## config.mk

```make
export PLATFORM = sky130hd
export DESIGN_NAME = epb_aware_slice_bit_offset
export DESIGN_NICKNAME = d
export VERILOG_FILES = /design/src/hw/rtl/epbsbo_pkg.sv /design/src/hw/rtl/epbsbo_cfg.sv /design/src/hw/rtl/epbsbo_scan.sv /design/src/hw/rtl/epbsbo_out.sv /design/src/hw/rtl/epb_aware_slice_bit_offset.sv
export SDC_FILE = /design/constraint.sdc
export NUM_CORES = 1
export LEC_CHECK = 0
export BUFFER_PORTS_ARGS = -buffer_cell sky130_fd_sc_hd__buf_2
export CAP_MARGIN = 10
export CORE_MARGIN = 10
export CORE_UTILIZATION = 25
export DETAILED_ROUTE_END_ITERATION = 16
export MAX_ROUTING_LAYER = met4
export PLACE_DENSITY = 0.47
export SYNTH_ARGS = -nofsm -noshare
export SYNTH_HDL_FRONTEND = slang
export SYNTH_SLANG_ARGS = --single-unit
```

## constraint.sdc

```tcl
create_clock -name clk -period 12.57 [get_ports clk]
set_clock_uncertainty 0.05 [all_clocks]
set_input_delay 0.6285 -clock clk [delete_from_list [all_inputs] [get_ports clk]]
set_output_delay 0.6285 -clock clk [all_outputs]
set_load 0.02 [all_outputs]
```

## src/hw/rtl/epbsbo_pkg.sv

```systemverilog
// Shared constants, register codes and types for the slice bit offset corrector.
package epbsbo_pkg;

    // Width of the stored header bit offset
    localparam int OFFSET_BITS = 16;
    // Byte position width and test position width (one spare bit for the +3 step)
    localparam int POS_W       = 24;
    localparam int NTP_W       = POS_W + 1;
    // Header length in bytes and header byte counter widths
    localparam int HS_W        = OFFSET_BITS - 3;
    localparam int HBS_W       = HS_W + 1;
    // Result widths
    localparam int CNT_W       = 13;
    localparam int OUT_W       = 17;
    // Sum width for offset + 8*count, with room for the round-up
    localparam int SUM_W       = ((OFFSET_BITS > CNT_W + 3) ? OFFSET_BITS : CNT_W + 3) + 2;

    // Configuration port widths
    localparam int CFG_DATA_W  = 24;
    localparam int CFG_IDX_W   = 2;

    localparam logic [POS_W-1:0] POS_MAX    = {POS_W{1'b1}};
    localparam logic [CNT_W-1:0] CNT_MAX    = {CNT_W{1'b1}};
    localparam logic [7:0]       EPB_BYTE   = 8'h03;
    localparam logic [7:0]       ZERO_BYTE  = 8'h00;
    localparam logic [NTP_W-1:0] TEST_START = NTP_W'(2);
    localparam logic [HBS_W-1:0] HDR_START  = HBS_W'(2);

    // Configuration register indexes
    typedef enum logic [CFG_IDX_W-1:0] {
        CFG_HDR_OFFSET = 2'd0,
        CFG_DATA_LEN   = 2'd1,
        CFG_CABAC      = 2'd2
    } cfg_idx_t;

    // Current configuration
    typedef struct packed {
        logic [OFFSET_BITS-1:0] header_bit_offset;
        logic [POS_W-1:0]       slice_data_len;
        logic                   cabac_mode;
    } cfg_t;

    // Scan outcome for one processed byte
    typedef struct packed {
        logic             valid;
        logic [CNT_W-1:0] count;
    } scan_res_t;

endpackage

```

## src/hw/rtl/epbsbo_cfg.sv

```systemverilog
// Configuration register file for the slice bit offset corrector.
module epbsbo_cfg (
    input  logic                                clk,
    input  logic                                rst_n,
    input  logic                                cfg_valid,
    output logic                                cfg_ready,
    input  logic [epbsbo_pkg::CFG_IDX_W-1:0]    cfg_index,
    input  logic [epbsbo_pkg::CFG_DATA_W-1:0]   cfg_data,
    output epbsbo_pkg::cfg_t                    cfg
);

    epbsbo_pkg::cfg_t cfg_reg;
    epbsbo_pkg::cfg_t cfg_next;

    // Writes are always accepted
    assign cfg_ready = 1'b1;

    // Register decode
    always_comb
    begin
        cfg_next = cfg_reg;
        if (cfg_valid)
        begin
            unique case (cfg_index)
                epbsbo_pkg::CFG_HDR_OFFSET:
                    cfg_next.header_bit_offset = cfg_data[epbsbo_pkg::OFFSET_BITS-1:0];
                epbsbo_pkg::CFG_DATA_LEN:
                    cfg_next.slice_data_len = cfg_data[epbsbo_pkg::POS_W-1:0];
                epbsbo_pkg::CFG_CABAC:
                    cfg_next.cabac_mode = cfg_data[0];
                default:
                    cfg_next = cfg_reg;
            endcase
        end
    end

    always_ff @(posedge clk or negedge rst_n)
    begin
        if (!rst_n)
        begin
            cfg_reg <= '0;
        end
        else
        begin
            cfg_reg <= cfg_next;
        end
    end

    assign cfg = cfg_reg;

endmodule

```

## src/hw/rtl/epbsbo_scan.sv

```systemverilog
// Emulation prevention byte scan: per-byte state update and end-of-header detection.
module epbsbo_scan (
    input  logic                    clk,
    input  logic                    rst_n,
    input  logic                    step,
    input  logic [7:0]              data_byte,
    input  logic                    first_byte,
    input  epbsbo_pkg::cfg_t        cfg,
    output epbsbo_pkg::scan_res_t   res
);

    logic [epbsbo_pkg::POS_W-1:0] bp_reg, bp_next;
    logic [epbsbo_pkg::NTP_W-1:0] ntp_reg, ntp_next;
    logic [epbsbo_pkg::HBS_W-1:0] hbs_reg, hbs_next;
    logic [epbsbo_pkg::CNT_W-1:0] cnt_reg, cnt_next;
    logic [7:0]                   prev0_reg, prev0_next;
    logic [7:0]                   prev1_reg, prev1_next;
    logic                         done_reg, done_next;

    logic [epbsbo_pkg::HS_W-1:0]  hs;
    logic [epbsbo_pkg::HS_W+1:0]  lim3;
    logic [epbsbo_pkg::NTP_W-1:0] lim_hdr;
    logic [epbsbo_pkg::NTP_W-1:0] lim_data;
    logic [epbsbo_pkg::NTP_W-1:0] lim;
    logic                         emit;

    // Header length and scan limit: min((3*hs + 1) / 2, slice_data_len)
    always_comb
    begin
        hs       = cfg.header_bit_offset[epbsbo_pkg::OFFSET_BITS-1:3];
        lim3     = ((epbsbo_pkg::HS_W+2)'(hs) << 1) + (epbsbo_pkg::HS_W+2)'(hs)
                   + (epbsbo_pkg::HS_W+2)'(1);
        lim_hdr  = epbsbo_pkg::NTP_W'(lim3[epbsbo_pkg::HS_W+1:1]);
        lim_data = epbsbo_pkg::NTP_W'(cfg.slice_data_len);
        lim      = (lim_hdr > lim_data) ? lim_data : lim_hdr;
    end

    // One byte of scan
    always_comb
    begin
        logic [epbsbo_pkg::POS_W-1:0] bp_b;
        logic [epbsbo_pkg::NTP_W-1:0] ntp_b;
        logic [epbsbo_pkg::HBS_W-1:0] hbs_b;
        logic [epbsbo_pkg::CNT_W-1:0] cnt_b;
        logic [7:0]                   p0_b;
        logic [7:0]                   p1_b;
        logic                         run;

        bp_next    = bp_reg;
        ntp_next   = ntp_reg;
        hbs_next   = hbs_reg;
        cnt_next   = cnt_reg;
        prev0_next = prev0_reg;
        prev1_next = prev1_reg;
        done_next  = done_reg;
        emit       = 1'b0;

        // A first byte restarts the scan from fresh values
        if (first_byte)
        begin
            bp_b  = '0;
            ntp_b = epbsbo_pkg::TEST_START;
            hbs_b = epbsbo_pkg::HDR_START;
            cnt_b = '0;
            p0_b  = epbsbo_pkg::ZERO_BYTE;
            p1_b  = epbsbo_pkg::ZERO_BYTE;
            run   = 1'b1;
        end
        else
        begin
            bp_b  = bp_reg;
            ntp_b = ntp_reg;
            hbs_b = hbs_reg;
            cnt_b = cnt_reg;
            p0_b  = prev0_reg;
            p1_b  = prev1_reg;
            run   = !done_reg;
        end

        if (step && run)
        begin
            ntp_next = ntp_b;
            hbs_next = hbs_b;
            cnt_next = cnt_b;

            // Test the byte at the current test position
            if ((epbsbo_pkg::NTP_W'(bp_b) == ntp_b) && (ntp_b < lim)
                && (hbs_b < epbsbo_pkg::HBS_W'(hs)))
            begin
                if ((data_byte == epbsbo_pkg::EPB_BYTE) && (p0_b == epbsbo_pkg::ZERO_BYTE)
                    && (p1_b == epbsbo_pkg::ZERO_BYTE))
                begin
                    ntp_next = ntp_b + epbsbo_pkg::NTP_W'(3);
                    hbs_next = hbs_b + epbsbo_pkg::HBS_W'(2);
                    if (cnt_b != epbsbo_pkg::CNT_MAX)
                    begin
                        cnt_next = cnt_b + epbsbo_pkg::CNT_W'(1);
                    end
                end
                else
                begin
                    ntp_next = ntp_b + epbsbo_pkg::NTP_W'(1);
                    hbs_next = hbs_b + epbsbo_pkg::HBS_W'(1);
                end
            end

            prev1_next = p0_b;
            prev0_next = data_byte;
            bp_next    = (bp_b != epbsbo_pkg::POS_MAX) ? bp_b + epbsbo_pkg::POS_W'(1) : bp_b;

            // Header end or scan limit reached: emit and go idle
            emit      = !((ntp_next < lim) && (hbs_next < epbsbo_pkg::HBS_W'(hs)));
            done_next = emit;
        end
    end

    always_ff @(posedge clk or negedge rst_n)
    begin
        if (!rst_n)
        begin
            bp_reg    <= '0;
            ntp_reg   <= epbsbo_pkg::TEST_START;
            hbs_reg   <= epbsbo_pkg::HDR_START;
            cnt_reg   <= '0;
            prev0_reg <= epbsbo_pkg::ZERO_BYTE;
            prev1_reg <= epbsbo_pkg::ZERO_BYTE;
            done_reg  <= 1'b1;
        end
        else
        begin
            bp_reg    <= bp_next;
            ntp_reg   <= ntp_next;
            hbs_reg   <= hbs_next;
            cnt_reg   <= cnt_next;
            prev0_reg <= prev0_next;
            prev1_reg <= prev1_next;
            done_reg  <= done_next;
        end
    end

    assign res.valid = emit;
    assign res.count = cnt_next;

`ifndef SYNTHESIS
    // The scan only leaves idle on an accepted first byte
    a_start_on_first: assert property (@(posedge clk) disable iff (!rst_n)
        $fell(done_reg) |-> $past(step && first_byte))
        else $error("scan started without a first byte");

    // The count either restarts or grows by one
    a_cnt_step: assert property (@(posedge clk) disable iff (!rst_n)
        (cnt_reg != $past(cnt_reg)) |->
            (cnt_reg == '0) || (cnt_reg == $past(cnt_reg) + epbsbo_pkg::CNT_W'(1)))
        else $error("epb count jumped");

    // Test position advances at least as fast as the header byte count
    a_ntp_ge_hbs: assert property (@(posedge clk) disable iff (!rst_n)
        ntp_reg >= epbsbo_pkg::NTP_W'(hbs_reg))
        else $error("test position behind header byte count");

    // An emitted result leaves the scan idle
    a_emit_done: assert property (@(posedge clk) disable iff (!rst_n)
        emit |=> done_reg)
        else $error("scan still running after result");
`endif

endmodule

```

## src/hw/rtl/epbsbo_out.sv

```systemverilog
// Result stage: corrected bit offset computation and output register.
module epbsbo_out (
    input  logic                                clk,
    input  logic                                rst_n,
    input  logic                                advance,
    input  epbsbo_pkg::scan_res_t               res,
    input  epbsbo_pkg::cfg_t                    cfg,
    output logic                                result_valid,
    output logic [epbsbo_pkg::CNT_W-1:0]        epb_count,
    output logic [epbsbo_pkg::OUT_W-1:0]        first_mb_bit_offset
);

    logic                           valid_reg;
    logic [epbsbo_pkg::CNT_W-1:0]   cnt_reg;
    logic [epbsbo_pkg::OUT_W-1:0]   off_reg;
    logic [epbsbo_pkg::SUM_W-1:0]   sum;
    logic [epbsbo_pkg::SUM_W-1:0]   sum_rnd;
    logic [epbsbo_pkg::OUT_W-1:0]   off_next;

    // offset + 8*count, rounded up to a byte in CABAC mode
    always_comb
    begin
        sum      = epbsbo_pkg::SUM_W'(cfg.header_bit_offset)
                   + (epbsbo_pkg::SUM_W'(res.count) << 3);
        sum_rnd  = (sum + epbsbo_pkg::SUM_W'(7)) & ~epbsbo_pkg::SUM_W'(7);
        off_next = cfg.cabac_mode ? sum_rnd[epbsbo_pkg::OUT_W-1:0]
                                  : sum[epbsbo_pkg::OUT_W-1:0];
    end

    // Valid flag
    always_ff @(posedge clk or negedge rst_n)
    begin
        if (!rst_n)
        begin
            valid_reg <= 1'b0;
        end
        else if (advance)
        begin
            valid_reg <= res.valid;
        end
    end

    // Payload
    always_ff @(posedge clk)
    begin
        if (advance && res.valid)
        begin
            cnt_reg <= res.count;
            off_reg <= off_next;
        end
    end

    assign result_valid        = valid_reg;
    assign epb_count           = cnt_reg;
    assign first_mb_bit_offset = off_reg;

endmodule

```

## src/hw/rtl/epb_aware_slice_bit_offset.sv

```systemverilog
// Top level of the slice bit offset corrector with emulation prevention byte count.
//
// Usage:
//   Item channel (item_valid / item_stall): one raw slice byte per transaction,
//   with first_byte set on byte 0 of each slice. A first byte restarts the scan.
//   Result channel (result_valid / result_stall): one transaction per slice,
//   carrying the emulation prevention byte count and the corrected bit offset
//   of the first macroblock. Bytes after the result and before the next first
//   byte are consumed and produce nothing.
//   Config channel (cfg_valid / cfg_ready): index 0 header bit offset, 1 slice
//   data length, 2 CABAC mode. Always ready; write only while the block is idle.
// Timing:
//   One byte per cycle while no result is held. A byte is taken into the input
//   register, scanned combinationally, and its result is registered in the output
//   register that drives result_valid. The scan updates its whole state for each
//   byte combinationally, which sets the rate.
// Reset: configuration clears to zero, the scan goes idle until a first byte,
//   and both pipeline registers empty.
// Stall: a held result stops the scan stage; the input register still takes
//   one byte if it is empty, then item_stall rises until the result is taken.
module epb_aware_slice_bit_offset (
    input  logic                                clk,
    input  logic                                rst_n,
    input  logic                                item_valid,
    output logic                                item_stall,
    input  logic [7:0]                          data_byte,
    input  logic                                first_byte,
    output logic                                result_valid,
    input  logic                                result_stall,
    output logic [epbsbo_pkg::CNT_W-1:0]        epb_count,
    output logic [epbsbo_pkg::OUT_W-1:0]        first_mb_bit_offset,
    input  logic                                cfg_valid,
    output logic                                cfg_ready,
    input  logic [epbsbo_pkg::CFG_IDX_W-1:0]    cfg_index,
    input  logic [epbsbo_pkg::CFG_DATA_W-1:0]   cfg_data
);

    epbsbo_pkg::cfg_t       cfg;
    epbsbo_pkg::scan_res_t  res;

    logic       in_valid_reg;
    logic [7:0] in_byte_reg;
    logic       in_first_reg;
    logic       advance;
    logic       step;

    // Pipeline moves unless a result is held
    assign advance    = !(result_valid && result_stall);
    assign step       = in_valid_reg && advance;
    assign item_stall = in_valid_reg && !advance;

    // Input register
    always_ff @(posedge clk or negedge rst_n)
    begin
        if (!rst_n)
        begin
            in_valid_reg <= 1'b0;
        end
        else if (!item_stall)
        begin
            in_valid_reg <= item_valid;
        end
    end

    always_ff @(posedge clk)
    begin
        if (item_valid && !item_stall)
        begin
            in_byte_reg  <= data_byte;
            in_first_reg <= first_byte;
        end
    end

    epbsbo_cfg u_cfg (
        .clk       (clk),
        .rst_n     (rst_n),
        .cfg_valid (cfg_valid),
        .cfg_ready (cfg_ready),
        .cfg_index (cfg_index),
        .cfg_data  (cfg_data),
        .cfg       (cfg)
    );

    epbsbo_scan u_scan (
        .clk        (clk),
        .rst_n      (rst_n),
        .step       (step),
        .data_byte  (in_byte_reg),
        .first_byte (in_first_reg),
        .cfg        (cfg),
        .res        (res)
    );

    epbsbo_out u_out (
        .clk                 (clk),
        .rst_n               (rst_n),
        .advance             (advance),
        .res                 (res),
        .cfg                 (cfg),
        .result_valid        (result_valid),
        .epb_count           (epb_count),
        .first_mb_bit_offset (first_mb_bit_offset)
    );

endmodule
```

==> flow_metrics.tcl <==
set metrics [dict create \
    status "complete, no violations" \
    final_cell_count_no_fill 2030 \
    start_kind "register" \
    placementRows 80 \
    clockBufferDepth 2 \
    synth_cells 1321 \
    vias 9829 \
    setup_viol 0 \
    grt_max_degree 73 \
    path_class "reg -> reg" \
    hp-class "in -> async" \
    ctsHtreeMaxLevel 4 \
    post_synth.cell_area_avg_sq_um 9.171 \
    grt_pass1_vias 9777 \
    yosys_warnings 0 \
    busiest_layer "met2" \
    gp_congestion 0.8706 \
    drc 0 \
    placed_cells 1996 \
    yosys_register_bits 175 \
    post-route-util 0.2893 \
    synthFlopType "dfrtp_1" \
    viasPerCell 4.842 \
    fin_crit_sh 0.8621 \
    cp_num_buf_inv 2 \
    insertion_delay_ns 0.47 \
    die_h_um 240.1 \
    cts_made_buffers 17 \
    period_needed_ns 10.84 \
    path_common_cell "o21ai_0" \
    path_depth 44 \
    core_area_sq_um 47850 \
    synth-edff-count 39 \
    max_freq_mhz 92.29 \
    syn_to_final_growth_pct 14.25 \
    antenna_found_initial 0 \
    vdd_drop_max_v 0.00008430 \
    path_clk_slew_ns 0.07 \
    powerDensity_nw_per_um2 144.5 \
    end_kind "register" \
    pre_cts_slack_ns 1.797 \
    ios 73 \
    rsz0062_at_grt "no" \
    cp_max_fo 12 \
    track_usage 0.1340 \
    fp.dieArea_sq_um 57670 \
    nNetsFinal 1558 \
    io_buffer_count 71 \
    drt-total-wl_um 36760 \
    slowest_stage "a2111oi_0" \
    setup_slack_ns 1.734 \
    drive_gt1_frac 0.1314 \
    first_iter_violations 573 \
    dp_hpwl_um 28430 \
    tns_ns 0 \
    num_antenna_cells 0 \
    holdWs_ns 0.1322 \
    cpLargestDelayFamily "compound AO/OA/AOI/OAI gates" \
    ant_nets 0 \
    cts_tree "done" \
    r2r_cells 44 \
    drt-wirelength-per-cell_um 18.11 \
    max_slew_margin 0.3897 \
    grt_first_pass_wirelength_um 57920 \
    root_buffer "clkbuf_16" \
    synthDistinctLibCells 77 \
    maxCapViolations 0 \
    yosysSeqAreaShare 0.3779 \
    die_w_um 240.1 \
    report.final.slew_viol_count 0 \
    slowest_delay_ns 0.73 \
    tightest_slew_ns 0.9155 \
    arrival_ns 10.99 \
    gr-usage-met1 0.1792 \
    initial_core_util 0.2532 \
    cts_hold_buf 0 \
    ctsResizeCount 0 \
    layout_common_cells "nand2_1 (188), dfrtp_1 (133), ha_1 (113)" \
    cts.sink_count 175 \
    use_met2 0.2089 \
    met3_usage 0.01946 \
    cp.required_ns 12.72 \
    hold_violations 0 \
    layout_commonest_cell "nand2_1" \
    dr.pass1.iters 7 \
    globalRouteOverflowTotal 0 \
    p_leak_nw 6.198 \
    synth_area_sq_um 12120 \
    largest_reg_flops 41 \
    cts_setup_buffers 0 \
    synth-async-reset-ratio 0.7771 \
]
## kinds of logic after synthesis
kind of cell	Yosys count	share of synthesized area
adders and majority gates	116	0.1217
muxes	50	0.04523
DFF	175	0.3779
buffers and inverters	106	0.03429
AOI/OAI and AO/OA	263	0.1422
other	1	0.0003095
and+or+nand+nor	504	0.2018
xor gates and xnor gates	106	0.07663
## power by group
| part | internal (mW) | leakage (nW) | switching, mW | total [mW] |
|---|---|---|---|---|
| Clock | 0.282 | 0.276 | 0.246 | 0.528 |
| Combinational | 0.276 | 3.79 | 0.456 | 0.732 |
| Sequential | 0.663 | 2.13 | 0.0779 | 0.741 |
| Total | 1.22 | 6.20 | 0.779 | 2.00 |
## routing by layer
| metal | wire length [um] | share of wire |
|---|---|---|
| met1 | 18010 | 0.49 |
| met2 | 17130 | 0.47 |
| met3 | 1199 | 0.033 |
| met4 | 416 | 0.011 |
| met5 | 0 | 0 |
## cell type report
type                       instances  area [sq um]
clock buffer                      21         493.0
timing repair buffer              86         479.2
inverter                          62         232.7
fill                            5098         34000
tap                              615         769.5
clock inverter                    11         77.57
multi-input combinational       1060          7212
sequential                       175          4578
## path summary, 6_finish.rpt
path | start | to | slack (ns)
hold reg to reg | u_scan.prev1_reg[6] | u_scan.prev1_reg[6] | 0.42
setup reg to reg | u_cfg.cfg[29] | u_out.first_mb_bit_offset[16] | 1.73
min in group clk | data_byte[5] | in_byte_reg[5] | 0.29
max in group asynchronous | rst_n | u_scan.bp_reg[9] | 10.95
hold / removal | rst_n | u_cfg.cfg[22] | 0.13
setup / recovery | u_cfg.cfg[29] | u_out.first_mb_bit_offset[16] | 1.73
## cell usage after synthesis (5+ instances only)
library cell | n | share of area
a21o_1 | 35 | 0.022
a22o_1 | 5 | 0.0036
nand2_1 | 188 | 0.058
nand4_1 | 31 | 0.016
o211ai_1 | 7 | 0.0043
nor2_1 | 95 | 0.029
nor3_1 | 13 | 0.0054
xnor2_1 | 63 | 0.046
dfrtp_1 | 133 | 0.27
and4_1 | 5 | 0.0036
o21ai_0 | 67 | 0.028
nor2b_1 | 46 | 0.024
o21a_1 | 12 | 0.0074
a211oi_1 | 8 | 0.0050
edfxtp_1 | 39 | 0.097
a21oi_1 | 61 | 0.025
clkbuf_1 | 34 | 0.011
inv_1 | 59 | 0.018
a31oi_1 | 5 | 0.0026
mux2_2 | 38 | 0.035
nor4_1 | 17 | 0.0088
nand2b_1 | 10 | 0.0052
ha_1 | 113 | 0.12
o22ai_1 | 8 | 0.0041
and3_1 | 16 | 0.0083
o2bb2ai_1 | 6 | 0.0043
mux2i_1 | 12 | 0.0099
nand3_1 | 53 | 0.022
xor2_1 | 43 | 0.031
## per-stage QoR
step / power (mW) / area (sq um)
floorplan: 1.238 / 12190
global placement: 1.471 / 13250
detailed placement: 1.479 / 13250
CTS: 2.020 / 13820
global route: 2.139 / 13840
finish: 2.001 / 13840
No activity file was read; power rests on OpenSTA's default activity.
